`config.mk`:
```
export PLATFORM = sky130hd
export DESIGN_NAME = dfa_word_acceptor_flat
export DESIGN_NICKNAME = d
export VERILOG_FILES = /design/src/design/dfa_pkg.sv /design/src/design/dfa_if.sv /design/src/design/dfa_alpha_match.sv /design/src/design/dfa_trans_mem.sv /design/src/design/dfa_word_acceptor.sv /design/src/flat_wrapper.sv
export SDC_FILE = /design/constraint.sdc
export NUM_CORES = 2
export LEC_CHECK = 0
export BUFFER_PORTS_ARGS = -buffer_cell sky130_fd_sc_hd__buf_2
export CAP_MARGIN = 20
export CELL_PAD_IN_SITES_DETAIL_PLACEMENT = 1
export CELL_PAD_IN_SITES_GLOBAL_PLACEMENT = 1
export CORE_MARGIN = 4
export CORE_UTILIZATION = 55
export CTS_CLUSTER_SIZE = 20
export DETAILED_ROUTE_END_ITERATION = 12
export PLACE_DENSITY = 0.85
export SYNTH_ARGS = -nofsm -noshare
export SYNTH_HDL_FRONTEND = slang
export SYNTH_HIERARCHICAL = 1
export SYNTH_SLANG_ARGS = --single-unit
```
`constraint.sdc`:
```
create_clock -name clk -period 5.3 [get_ports clk]
set_input_delay 0.53 -clock clk [delete_from_list [all_inputs] [get_ports clk]]
set_output_delay 0.53 -clock clk [all_outputs]
set_load 0.02 [all_outputs]
```
`src/design/dfa_pkg.sv`:
```
`timescale 1ns / 1ps
`default_nettype none
// ----------------------------------------------------------------------------
// DFA acceptor package
// Shared types and fixed codes of the table-driven word acceptor.
// ----------------------------------------------------------------------------
package dfa_pkg;

    localparam int STATE_W = 4;
    localparam int SLOT_W  = 4;
    localparam int CHAR_W  = 8;

    localparam logic [1:0] ACT_SYMBOL = 2'd0;
    localparam logic [1:0] ACT_TRANS  = 2'd1;
    localparam logic [1:0] ACT_FINAL  = 2'd2;
    localparam logic [1:0] ACT_CHAR   = 2'd3;

    localparam logic [1:0] CFG_START_STATE   = 2'd0;
    localparam logic [1:0] CFG_ALPHABET_SIZE = 2'd1;
    localparam logic [1:0] CFG_EMPTY_MARKER  = 2'd2;

    localparam logic [1:0] VERDICT_ACCEPT    = 2'd0;
    localparam logic [1:0] VERDICT_UNKNOWN   = 2'd1;
    localparam logic [1:0] VERDICT_MISSING   = 2'd2;
    localparam logic [1:0] VERDICT_NONFINAL  = 2'd3;

    typedef enum logic [1:0] {
        WS_RUN     = 2'd0,
        WS_UNKNOWN = 2'd1,
        WS_MISSING = 2'd2,
        WS_EMPTY   = 2'd3
    } word_status_t;

    typedef enum logic {
        ST_IDLE = 1'b0,
        ST_STEP = 1'b1
    } ctrl_state_t;

    typedef struct packed {
        logic              hit;
        logic [SLOT_W-1:0] slot;
    } match_t;

    typedef struct packed {
        logic               valid;
        logic [STATE_W-1:0] state;
    } trans_entry_t;

endpackage
`default_nettype wire

```
`src/design/dfa_if.sv`:
```
`timescale 1ns / 1ps
`default_nettype none
// ----------------------------------------------------------------------------
// DFA acceptor channels
// Valid/ready channels for input items, results and register writes.
// ----------------------------------------------------------------------------
interface dfa_in_if;
    logic       valid;
    logic       ready;
    logic [1:0] action;
    logic [3:0] state_index;
    logic [3:0] symbol_index;
    logic [7:0] char_value;
    logic [3:0] next_state;
    logic       next_valid;
    logic       final_flag;
    logic       last;

    modport source (
        output valid, action, state_index, symbol_index, char_value,
               next_state, next_valid, final_flag, last,
        input  ready
    );
    modport sink (
        input  valid, action, state_index, symbol_index, char_value,
               next_state, next_valid, final_flag, last,
        output ready
    );
endinterface

interface dfa_out_if;
    logic       valid;
    logic       ready;
    logic       accepted;
    logic [1:0] verdict;
    logic [3:0] end_state;

    modport source (
        output valid, accepted, verdict, end_state,
        input  ready
    );
    modport sink (
        input  valid, accepted, verdict, end_state,
        output ready
    );
endinterface

interface dfa_cfg_if;
    logic       valid;
    logic       ready;
    logic [1:0] index;
    logic [7:0] data;

    modport source (
        output valid, index, data,
        input  ready
    );
    modport sink (
        input  valid, index, data,
        output ready
    );
endinterface
`default_nettype wire

```
`src/design/dfa_alpha_match.sv`:
```
`timescale 1ns / 1ps
`default_nettype none
// ----------------------------------------------------------------------------
// DFA alphabet matcher
// Holds the alphabet symbols and finds the highest slot in use that
// matches a word character.
// ----------------------------------------------------------------------------
module dfa_alpha_match #(
    parameter int NUM_SLOTS = 16,
    parameter int IDX_W     = 4
) (
    input  wire logic                     clk,
    input  wire logic                     wr_en,
    input  wire logic [IDX_W-1:0]         wr_slot,
    input  wire logic [dfa_pkg::CHAR_W-1:0] wr_char,
    input  wire logic [dfa_pkg::CHAR_W-1:0] ch,
    input  wire logic [4:0]               alphabet_size,
    output dfa_pkg::match_t               match
);

    localparam int DEPTH = 1 << IDX_W;

    logic [dfa_pkg::CHAR_W-1:0] symbol_reg [DEPTH];

    always_ff @(posedge clk)
    begin
        if (wr_en)
        begin
            symbol_reg[wr_slot] <= wr_char;
        end
    end

    always_comb
    begin
        match = '0;
        for (int a = 0; a < NUM_SLOTS; a++)
        begin
            if ((5'(a) < alphabet_size) && (symbol_reg[a] == ch))
            begin
                match.hit  = 1'b1;
                match.slot = dfa_pkg::SLOT_W'(a);
            end
        end
    end

endmodule
`default_nettype wire

```
`src/design/dfa_trans_mem.sv`:
```
`timescale 1ns / 1ps
`default_nettype none
// ----------------------------------------------------------------------------
// DFA transition memory
// Synchronous transition table with a registered read and a
// reset-cleared valid bit per entry.
// ----------------------------------------------------------------------------
module dfa_trans_mem #(
    parameter int ADDR_W = 8
) (
    input  wire logic                  clk,
    input  wire logic                  rst_n,
    input  wire logic                  wr_en,
    input  wire logic [ADDR_W-1:0]     wr_addr,
    input  wire dfa_pkg::trans_entry_t wr_entry,
    input  wire logic                  rd_en,
    input  wire logic [ADDR_W-1:0]     rd_addr,
    output dfa_pkg::trans_entry_t      rd_entry
);

    localparam int DEPTH = 1 << ADDR_W;

    logic [dfa_pkg::STATE_W-1:0] state_mem [DEPTH];
    logic [DEPTH-1:0]            valid_reg;
    logic [dfa_pkg::STATE_W-1:0] rd_state_reg;
    logic                        rd_valid_reg;

    always_ff @(posedge clk)
    begin
        if (wr_en)
        begin
            state_mem[wr_addr] <= wr_entry.state;
        end
        if (rd_en)
        begin
            rd_state_reg <= state_mem[rd_addr];
        end
    end

    always_ff @(posedge clk or negedge rst_n)
    begin
        if (!rst_n)
        begin
            valid_reg    <= '0;
            rd_valid_reg <= 1'b0;
        end
        else
        begin
            if (wr_en)
            begin
                valid_reg[wr_addr] <= wr_entry.valid;
            end
            if (rd_en)
            begin
                rd_valid_reg <= valid_reg[rd_addr];
            end
        end
    end

    assign rd_entry.valid = rd_valid_reg;
    assign rd_entry.state = rd_state_reg;

endmodule
`default_nettype wire

```
`src/design/dfa_word_acceptor.sv`:
```
`timescale 1ns / 1ps
`default_nettype none
// ----------------------------------------------------------------------------
// DFA word acceptor
// Table-driven deterministic automaton that checks words character by
// character and reports one verdict per word.
//
// Usage: the item channel carries load beats (alphabet symbol, transition,
// final mark) and word character beats. A load takes effect in the cycle it
// is accepted and the channel stays ready. A character beat has two steps:
// the alphabet compare and the transition memory read as it is accepted,
// then the state update in ST_STEP from the registered read. The item
// channel is not ready in ST_STEP, so a new beat waits for the step to end.
// A character beat with last set produces one result beat, loaded into the
// output register as its step ends. The output register frees the block to
// take further beats while a result waits; only a second result meeting a
// full, stalled output register holds the block. The cfg channel is always
// ready. Reset clears all transitions and final marks, restores the register
// defaults and starts a fresh word; no clearing pass is needed.
// ----------------------------------------------------------------------------
module dfa_word_acceptor #(
    parameter int MAX_STATES  = 16,
    parameter int MAX_SYMBOLS = 16
) (
    input  wire logic clk,
    input  wire logic rst_n,
    dfa_in_if.sink    item,
    dfa_out_if.source result,
    dfa_cfg_if.sink   cfg
);

    localparam int NS     = (MAX_STATES > 16) ? 16 : MAX_STATES;
    localparam int NY     = (MAX_SYMBOLS > 16) ? 16 : MAX_SYMBOLS;
    localparam int SW     = $clog2(NS);
    localparam int YW     = (NY > 1) ? $clog2(NY) : 1;
    localparam int AW     = SW + YW;
    localparam int FDEPTH = 1 << SW;

    dfa_pkg::ctrl_state_t  state_reg, state_next;
    dfa_pkg::word_status_t status_reg, status_eff, status_issue, status_fin;

    logic [3:0]     start_state_reg;
    logic [4:0]     alphabet_size_reg;
    logic [7:0]     empty_marker_reg;
    logic [3:0]     cur_reg;
    logic           at_word_start_reg;
    logic           last_reg;
    logic [FDEPTH-1:0] final_reg;
    logic           out_valid_reg;
    logic           out_accepted_reg;
    logic [1:0]     out_verdict_reg;
    logic [3:0]     out_end_state_reg;

    logic           item_fire;
    logic           char_fire;
    logic           state_ok;
    logic           slot_ok;
    logic           alpha_wr;
    logic           trans_wr;
    logic           final_wr;
    logic           item_ready;
    logic           step_done;
    logic           out_load;
    logic [3:0]     cur_eff;
    logic [3:0]     cur_fin;
    logic           fin;
    logic           res_accepted;
    logic [1:0]     res_verdict;

    dfa_pkg::match_t       match;
    dfa_pkg::trans_entry_t wr_entry;
    dfa_pkg::trans_entry_t rd_entry;

    assign cfg.ready = 1'b1;

    always_ff @(posedge clk or negedge rst_n)
    begin
        if (!rst_n)
        begin
            start_state_reg   <= 4'd1;
            alphabet_size_reg <= 5'd0;
            empty_marker_reg  <= 8'd114;
        end
        else if (cfg.valid && cfg.ready)
        begin
            unique case (cfg.index)
                dfa_pkg::CFG_START_STATE:   start_state_reg   <= cfg.data[3:0];
                dfa_pkg::CFG_ALPHABET_SIZE: alphabet_size_reg <= cfg.data[4:0];
                dfa_pkg::CFG_EMPTY_MARKER:  empty_marker_reg  <= cfg.data;
                default: ;
            endcase
        end
    end

    assign item.ready = item_ready;
    assign item_fire  = item.valid && item_ready;
    assign char_fire  = item_fire && (item.action == dfa_pkg::ACT_CHAR);
    assign state_ok   = 32'(item.state_index) < MAX_STATES;
    assign slot_ok    = 32'(item.symbol_index) < MAX_SYMBOLS;
    assign alpha_wr   = item_fire && (item.action == dfa_pkg::ACT_SYMBOL) && slot_ok;
    assign trans_wr   = item_fire && (item.action == dfa_pkg::ACT_TRANS) && slot_ok
                        && state_ok;
    assign final_wr   = item_fire && (item.action == dfa_pkg::ACT_FINAL) && state_ok;

    dfa_alpha_match #(
        .NUM_SLOTS (NY),
        .IDX_W     (YW)
    ) u_match (
        .clk           (clk),
        .wr_en         (alpha_wr),
        .wr_slot       (item.symbol_index[YW-1:0]),
        .wr_char       (item.char_value),
        .ch            (item.char_value),
        .alphabet_size (alphabet_size_reg),
        .match         (match)
    );

    assign wr_entry.valid = item.next_valid;
    assign wr_entry.state = item.next_state;

    dfa_trans_mem #(
        .ADDR_W (AW)
    ) u_trans (
        .clk      (clk),
        .rst_n    (rst_n),
        .wr_en    (trans_wr),
        .wr_addr  ({item.state_index[SW-1:0], item.symbol_index[YW-1:0]}),
        .wr_entry (wr_entry),
        .rd_en    (char_fire),
        .rd_addr  ({cur_eff[SW-1:0], match.slot[YW-1:0]}),
        .rd_entry (rd_entry)
    );

    always_comb
    begin
        if (at_word_start_reg)
        begin
            cur_eff    = start_state_reg;
            status_eff = (item.char_value == empty_marker_reg) ? dfa_pkg::WS_EMPTY
                                                               : dfa_pkg::WS_RUN;
        end
        else
        begin
            cur_eff    = cur_reg;
            status_eff = status_reg;
        end

        if (status_eff != dfa_pkg::WS_RUN)
        begin
            status_issue = status_eff;
        end
        else if (!match.hit)
        begin
            status_issue = dfa_pkg::WS_UNKNOWN;
        end
        else if (32'(cur_eff) >= MAX_STATES)
        begin
            status_issue = dfa_pkg::WS_MISSING;
        end
        else
        begin
            status_issue = dfa_pkg::WS_RUN;
        end
    end

    always_comb
    begin
        status_fin = status_reg;
        cur_fin    = cur_reg;
        if (status_reg == dfa_pkg::WS_RUN)
        begin
            if (rd_entry.valid)
            begin
                cur_fin = rd_entry.state;
            end
            else
            begin
                status_fin = dfa_pkg::WS_MISSING;
            end
        end
        fin = (32'(cur_fin) < MAX_STATES) && final_reg[cur_fin[SW-1:0]];

        case (status_fin)
            dfa_pkg::WS_EMPTY:
            begin
                res_accepted = 1'b1;
                res_verdict  = dfa_pkg::VERDICT_ACCEPT;
            end
            dfa_pkg::WS_UNKNOWN:
            begin
                res_accepted = 1'b0;
                res_verdict  = dfa_pkg::VERDICT_UNKNOWN;
            end
            dfa_pkg::WS_MISSING:
            begin
                res_accepted = 1'b0;
                res_verdict  = dfa_pkg::VERDICT_MISSING;
            end
            default:
            begin
                res_accepted = fin;
                res_verdict  = fin ? dfa_pkg::VERDICT_ACCEPT : dfa_pkg::VERDICT_NONFINAL;
            end
        endcase
    end

    always_comb
    begin
        state_next = state_reg;
        unique case (state_reg)
            dfa_pkg::ST_IDLE:
            begin
                if (char_fire)
                begin
                    state_next = dfa_pkg::ST_STEP;
                end
            end
            dfa_pkg::ST_STEP:
            begin
                if (step_done)
                begin
                    state_next = dfa_pkg::ST_IDLE;
                end
            end
            default: state_next = dfa_pkg::ST_IDLE;
        endcase
    end

    always_comb
    begin
        item_ready = 1'b0;
        step_done  = 1'b0;
        out_load   = 1'b0;
        unique case (state_reg)
            dfa_pkg::ST_IDLE:
            begin
                item_ready = 1'b1;
            end
            dfa_pkg::ST_STEP:
            begin
                step_done = !(last_reg && out_valid_reg && !result.ready);
                out_load  = step_done && last_reg;
            end
            default: ;
        endcase
    end

    always_ff @(posedge clk or negedge rst_n)
    begin
        if (!rst_n)
        begin
            state_reg         <= dfa_pkg::ST_IDLE;
            cur_reg           <= 4'd1;
            status_reg        <= dfa_pkg::WS_RUN;
            at_word_start_reg <= 1'b1;
            last_reg          <= 1'b0;
            final_reg         <= '0;
            out_valid_reg     <= 1'b0;
        end
        else
        begin
            state_reg <= state_next;
            if (final_wr)
            begin
                final_reg[item.state_index[SW-1:0]] <= item.final_flag;
            end
            if (char_fire)
            begin
                cur_reg           <= cur_eff;
                status_reg        <= status_issue;
                last_reg          <= item.last;
                at_word_start_reg <= 1'b0;
            end
            else if (step_done)
            begin
                cur_reg    <= cur_fin;
                status_reg <= status_fin;
                if (last_reg)
                begin
                    at_word_start_reg <= 1'b1;
                end
            end
            if (out_load)
            begin
                out_valid_reg <= 1'b1;
            end
            else if (result.ready)
            begin
                out_valid_reg <= 1'b0;
            end
        end
    end

    always_ff @(posedge clk)
    begin
        if (out_load)
        begin
            out_accepted_reg  <= res_accepted;
            out_verdict_reg   <= res_verdict;
            out_end_state_reg <= cur_fin;
        end
    end

    assign result.valid     = out_valid_reg;
    assign result.accepted  = out_accepted_reg;
    assign result.verdict   = out_verdict_reg;
    assign result.end_state = out_end_state_reg;

endmodule
`default_nettype wire

```
`src/flat_wrapper.sv`:
```
// flat-port wrapper written by rule: the top's interface ports become plain ports
module dfa_word_acceptor_flat 
#(
    parameter int MAX_STATES  = 16,
    parameter int MAX_SYMBOLS = 16
)
  (clk, rst_n, item_valid, item_action, item_state_index, item_symbol_index, item_char_value, item_next_state, item_next_valid, item_final_flag, item_last, item_ready, result_valid, result_accepted, result_verdict, result_end_state, result_ready, cfg_valid, cfg_index, cfg_data, cfg_ready);
  dfa_in_if item_i ();
  dfa_out_if result_i ();
  dfa_cfg_if cfg_i ();
  input  wire logic clk;
  input  wire logic rst_n;
  input wire logic [$bits(item_i.valid)-1:0] item_valid;
  input wire logic [$bits(item_i.action)-1:0] item_action;
  input wire logic [$bits(item_i.state_index)-1:0] item_state_index;
  input wire logic [$bits(item_i.symbol_index)-1:0] item_symbol_index;
  input wire logic [$bits(item_i.char_value)-1:0] item_char_value;
  input wire logic [$bits(item_i.next_state)-1:0] item_next_state;
  input wire logic [$bits(item_i.next_valid)-1:0] item_next_valid;
  input wire logic [$bits(item_i.final_flag)-1:0] item_final_flag;
  input wire logic [$bits(item_i.last)-1:0] item_last;
  output wire logic [$bits(item_i.ready)-1:0] item_ready;
  output wire logic [$bits(result_i.valid)-1:0] result_valid;
  output wire logic [$bits(result_i.accepted)-1:0] result_accepted;
  output wire logic [$bits(result_i.verdict)-1:0] result_verdict;
  output wire logic [$bits(result_i.end_state)-1:0] result_end_state;
  input wire logic [$bits(result_i.ready)-1:0] result_ready;
  input wire logic [$bits(cfg_i.valid)-1:0] cfg_valid;
  input wire logic [$bits(cfg_i.index)-1:0] cfg_index;
  input wire logic [$bits(cfg_i.data)-1:0] cfg_data;
  output wire logic [$bits(cfg_i.ready)-1:0] cfg_ready;
  assign item_i.valid = item_valid;
  assign item_i.action = item_action;
  assign item_i.state_index = item_state_index;
  assign item_i.symbol_index = item_symbol_index;
  assign item_i.char_value = item_char_value;
  assign item_i.next_state = item_next_state;
  assign item_i.next_valid = item_next_valid;
  assign item_i.final_flag = item_final_flag;
  assign item_i.last = item_last;
  assign item_ready = item_i.ready;
  assign result_valid = result_i.valid;
  assign result_accepted = result_i.accepted;
  assign result_verdict = result_i.verdict;
  assign result_end_state = result_i.end_state;
  assign result_i.ready = result_ready;
  assign cfg_i.valid = cfg_valid;
  assign cfg_i.index = cfg_index;
  assign cfg_i.data = cfg_data;
  assign cfg_ready = cfg_i.ready;
  dfa_word_acceptor #(.MAX_STATES(MAX_STATES), .MAX_SYMBOLS(MAX_SYMBOLS)) u_core (.clk(clk), .rst_n(rst_n), .item(item_i), .result(result_i), .cfg(cfg_i));
endmodule
```
==> qor.csv <==
metric,value,unit
run_status,finished with violations,
violations,setup timing,
rr_worst_depth,15,
yosysSeqAreaShare,70.6,%
final-setup-viol-count,1,
cts_buffers,150,
clkTransAtPathRegs,0.06,ns
ys_types,77,
yosysWarnings,6,
ant_nets,0,
coreArea,0.109,sq mm
hold_viol_final,0,
ys.flop_type,edfxtp_1,
cts_buffer_depth,3,
place_ws,-0.714,ns
layout_min_cycle_time,5.30,ns
gr-total-overflow,0,
antenna_found_initial,4,
drc,0,
portBuffers,48,
fin_util,62.2,%
finClkSkew,0.0356,ns
post-cts-setup-buffer-count,0,
timing.fmax,0.189,GHz
met3_length,17.6,mm
syn_nets,3352,
slew_violations,0,
highest_layer,met5,
startpoint,u_core/alphabet_size_reg[4]$_DFFE_PN0P_,
finalPower,26.2,mW
largest_reg_flops,1024,
crit_path_end_kind,flop,
wl_met2,89.5,mm
worstMarginPinSlew,1.24,ns
drt-met1-wl,64.6,mm
r2r-start,u_core/alphabet_size_reg[4]$_DFFE_PN0P_,
post-route-period-util,100,%
synthCells,3312,
max_stage_delay,0.55,ns
crit_slowest_cell,a2111oi_2,
clk_latency,0.78,ns
crit_fanout,39,
ctsHtreeMaxLevel,4,
max_slew_margin,17.6,%
async_flop_share,20.5,%
r2r_end,u_core/u_trans/rd_state_reg[1]$_DFFE_PP_,
hold_path.class,in -> reg,
drive_gt1_share,29.9,%
critPathKind,reg -> reg,
synth_edf_count,1163,
cts_root_buf,clkbuf_16,
grt_usage,31.1,%
dp_cells,4706,
required,5.80,ns
drtIter0Drc,4734,
powerDensity,387,mW/mm^2
ys_seq_elements,1463,
cts_tree,yes,
drv_cap,0,
critPathArrivalTime,5.80,ns
avgSynthCellArea,18.2,sq um
drt_wl_total,183,mm
layout.cells.non_filler,4998,
layout_commonest_cell,edfxtp_1,
die_y,339,microns
grt_max_degree,168,
cts_sinks,1463,
place_hpwl,104,mm
firstDrtPassIters,9,
die_w,339,microns
die_area,0.115,sq mm
fin_ws,-0.00295,ns
rrSetupSlack,-0.003,ns
fin_nets,3491,
vias,35200,
grt_pass1_vias,36900,
startpoint_type,flop,
area_growth_syn_to_layout,12.5,%
worstSetupEndpoint,u_core/u_trans/rd_state_reg[1]$_DFFE_PP_,
grt_pass1_wl,262,mm
finalSetupTns,-0.00295,ns
crit_chain,or3_1 -> a21oi_1 -> nor3_1 -> nand2b_1 -> a2111oi_2 -> o21ai_4 -> buf_12 -> buf_12 -> mux4_2 -> a22oi_1 -> a21oi_1 -> nor4_1 -> buf_4 -> o22ai_1 -> or3_1,
io_pins,50,
netlist_area,0.0601,sq mm
power.leakage,22.8,nW
start_util,55.3,%
mostFrequentLayoutCells,"edfxtp_1 (1163), mux4_2 (310), nor2_1 (304), mux2_2 (303), dfrtp_1 (289)",
ir_drop,0.376,mV
rows,121,
wire_per_inst,36.6,microns
hold_path_depth,2,
drt-vias-per-instance,7.05,
gp_congestion,0.842,
## worst max-delay path: cells and delay by family, from the launching register on
kind	cells	cell delay [ns]
AND/OR/NAND/NOR	5	1.86
buffers and inverters	3	0.65
flip-flops	1	0.50
multiplexers	1	0.37
AO/OA/AOI/OAI	6	1.59
## how the worst min path moves through the flow
stage	from	endpoint	slack, ns
2_1_floorplan	rst_n	u_core/alphabet_size_reg[0]$_DFFE_PN0P_	0.23
3_3_place_gp	u_core/u_trans/valid_reg[114]$_DFFE_PN0P_	u_core/u_trans/valid_reg[114]$_DFFE_PN0P_	0.48
3_5_place_dp	u_core/u_trans/valid_reg[30]$_DFFE_PN0P_	u_core/u_trans/valid_reg[30]$_DFFE_PN0P_	0.49
4_1_cts	item_last	u_core/last_reg$_DFFE_PN0P_	0.006
5_1_grt	item_last	u_core/last_reg$_DFFE_PN0P_	-0.002
6_report	item_last	u_core/last_reg$_DFFE_PN0P_	0.03
## where the power goes
group	switching (mW)	leakage (nW)	total, mW	internal [mW]
sequential	0.170	14.6	12.7	12.5
clock	4.62	2.45	10.9	6.26
combinational	1.80	5.79	2.59	0.792
total	6.59	22.8	26.2	19.6
## layout make-up
cell class	count	area (sq um)
tap	1414	1770
clock inverter	72	691
inverter	10	37.5
timing repair buffer	194	1730
fill	9092	41000
clock buffer	210	4330
multi-input combinational	1632	16700
antenna	3	7.51
sequential	1463	42400
## cell usage after synthesis, drive strengths merged (48+ instances only)
| master | instances | share of area (%) |
|---|---|---|
| buf | 94 | 1.1 |
| nor2 | 308 | 1.9 |
| mux2 | 304 | 5.7 |
| dfrtp | 293 | 12 |
| edfxtp | 1163 | 58 |
| xnor2 | 88 | 1.3 |
| a21oi | 76 | 0.64 |
| nand2 | 80 | 0.51 |
| xor2 | 48 | 0.70 |
| clkbuf | 113 | 0.72 |
| a22oi | 135 | 1.7 |
| mux4 | 313 | 12 |
## metal layers
layer  track usage (%)  vias to the layer above
met3              6.61                      644
met4              16.5                        4
met2              50.3                     2664
met5                 0                        -
li1                  -                    13400
met1              40.1                    18500
## logic make-up (layout without fill, tap and decap cells)
group           after synthesis  in the layout  synth area share [%]
flops                      1463           1463                  70.6
mux                         652            652                  18.0
simple gates                554            554                  4.20
compound gates              289            289                  3.32
buf+inv                     217            486                  1.90
xor+xnor                    136            136                  1.98
other cells                   1              4               0.00624
## per-stage QoR
| stage | hold WS [ns] | cell area, sq um |
|---|---|---|
| 2_1_floorplan | 0.234 | 60100 |
| 3_3_place_gp | 0.484 | 62500 |
| 3_5_place_dp | 0.492 | 62500 |
| 4_1_cts | 0.00637 | 67600 |
| 5_1_grt | -0.00184 | 67600 |
| 6_report | 0.0298 | 67700 |
## repair_timing
action / in CTS / in global routing
endpoints found under the hold margin: 88 / 0
resized for setup: 8 / 9
endpoints found under the setup margin: 5 / 5
hold buffers: 3 / 0
Power figures use the tool's default switching activity.
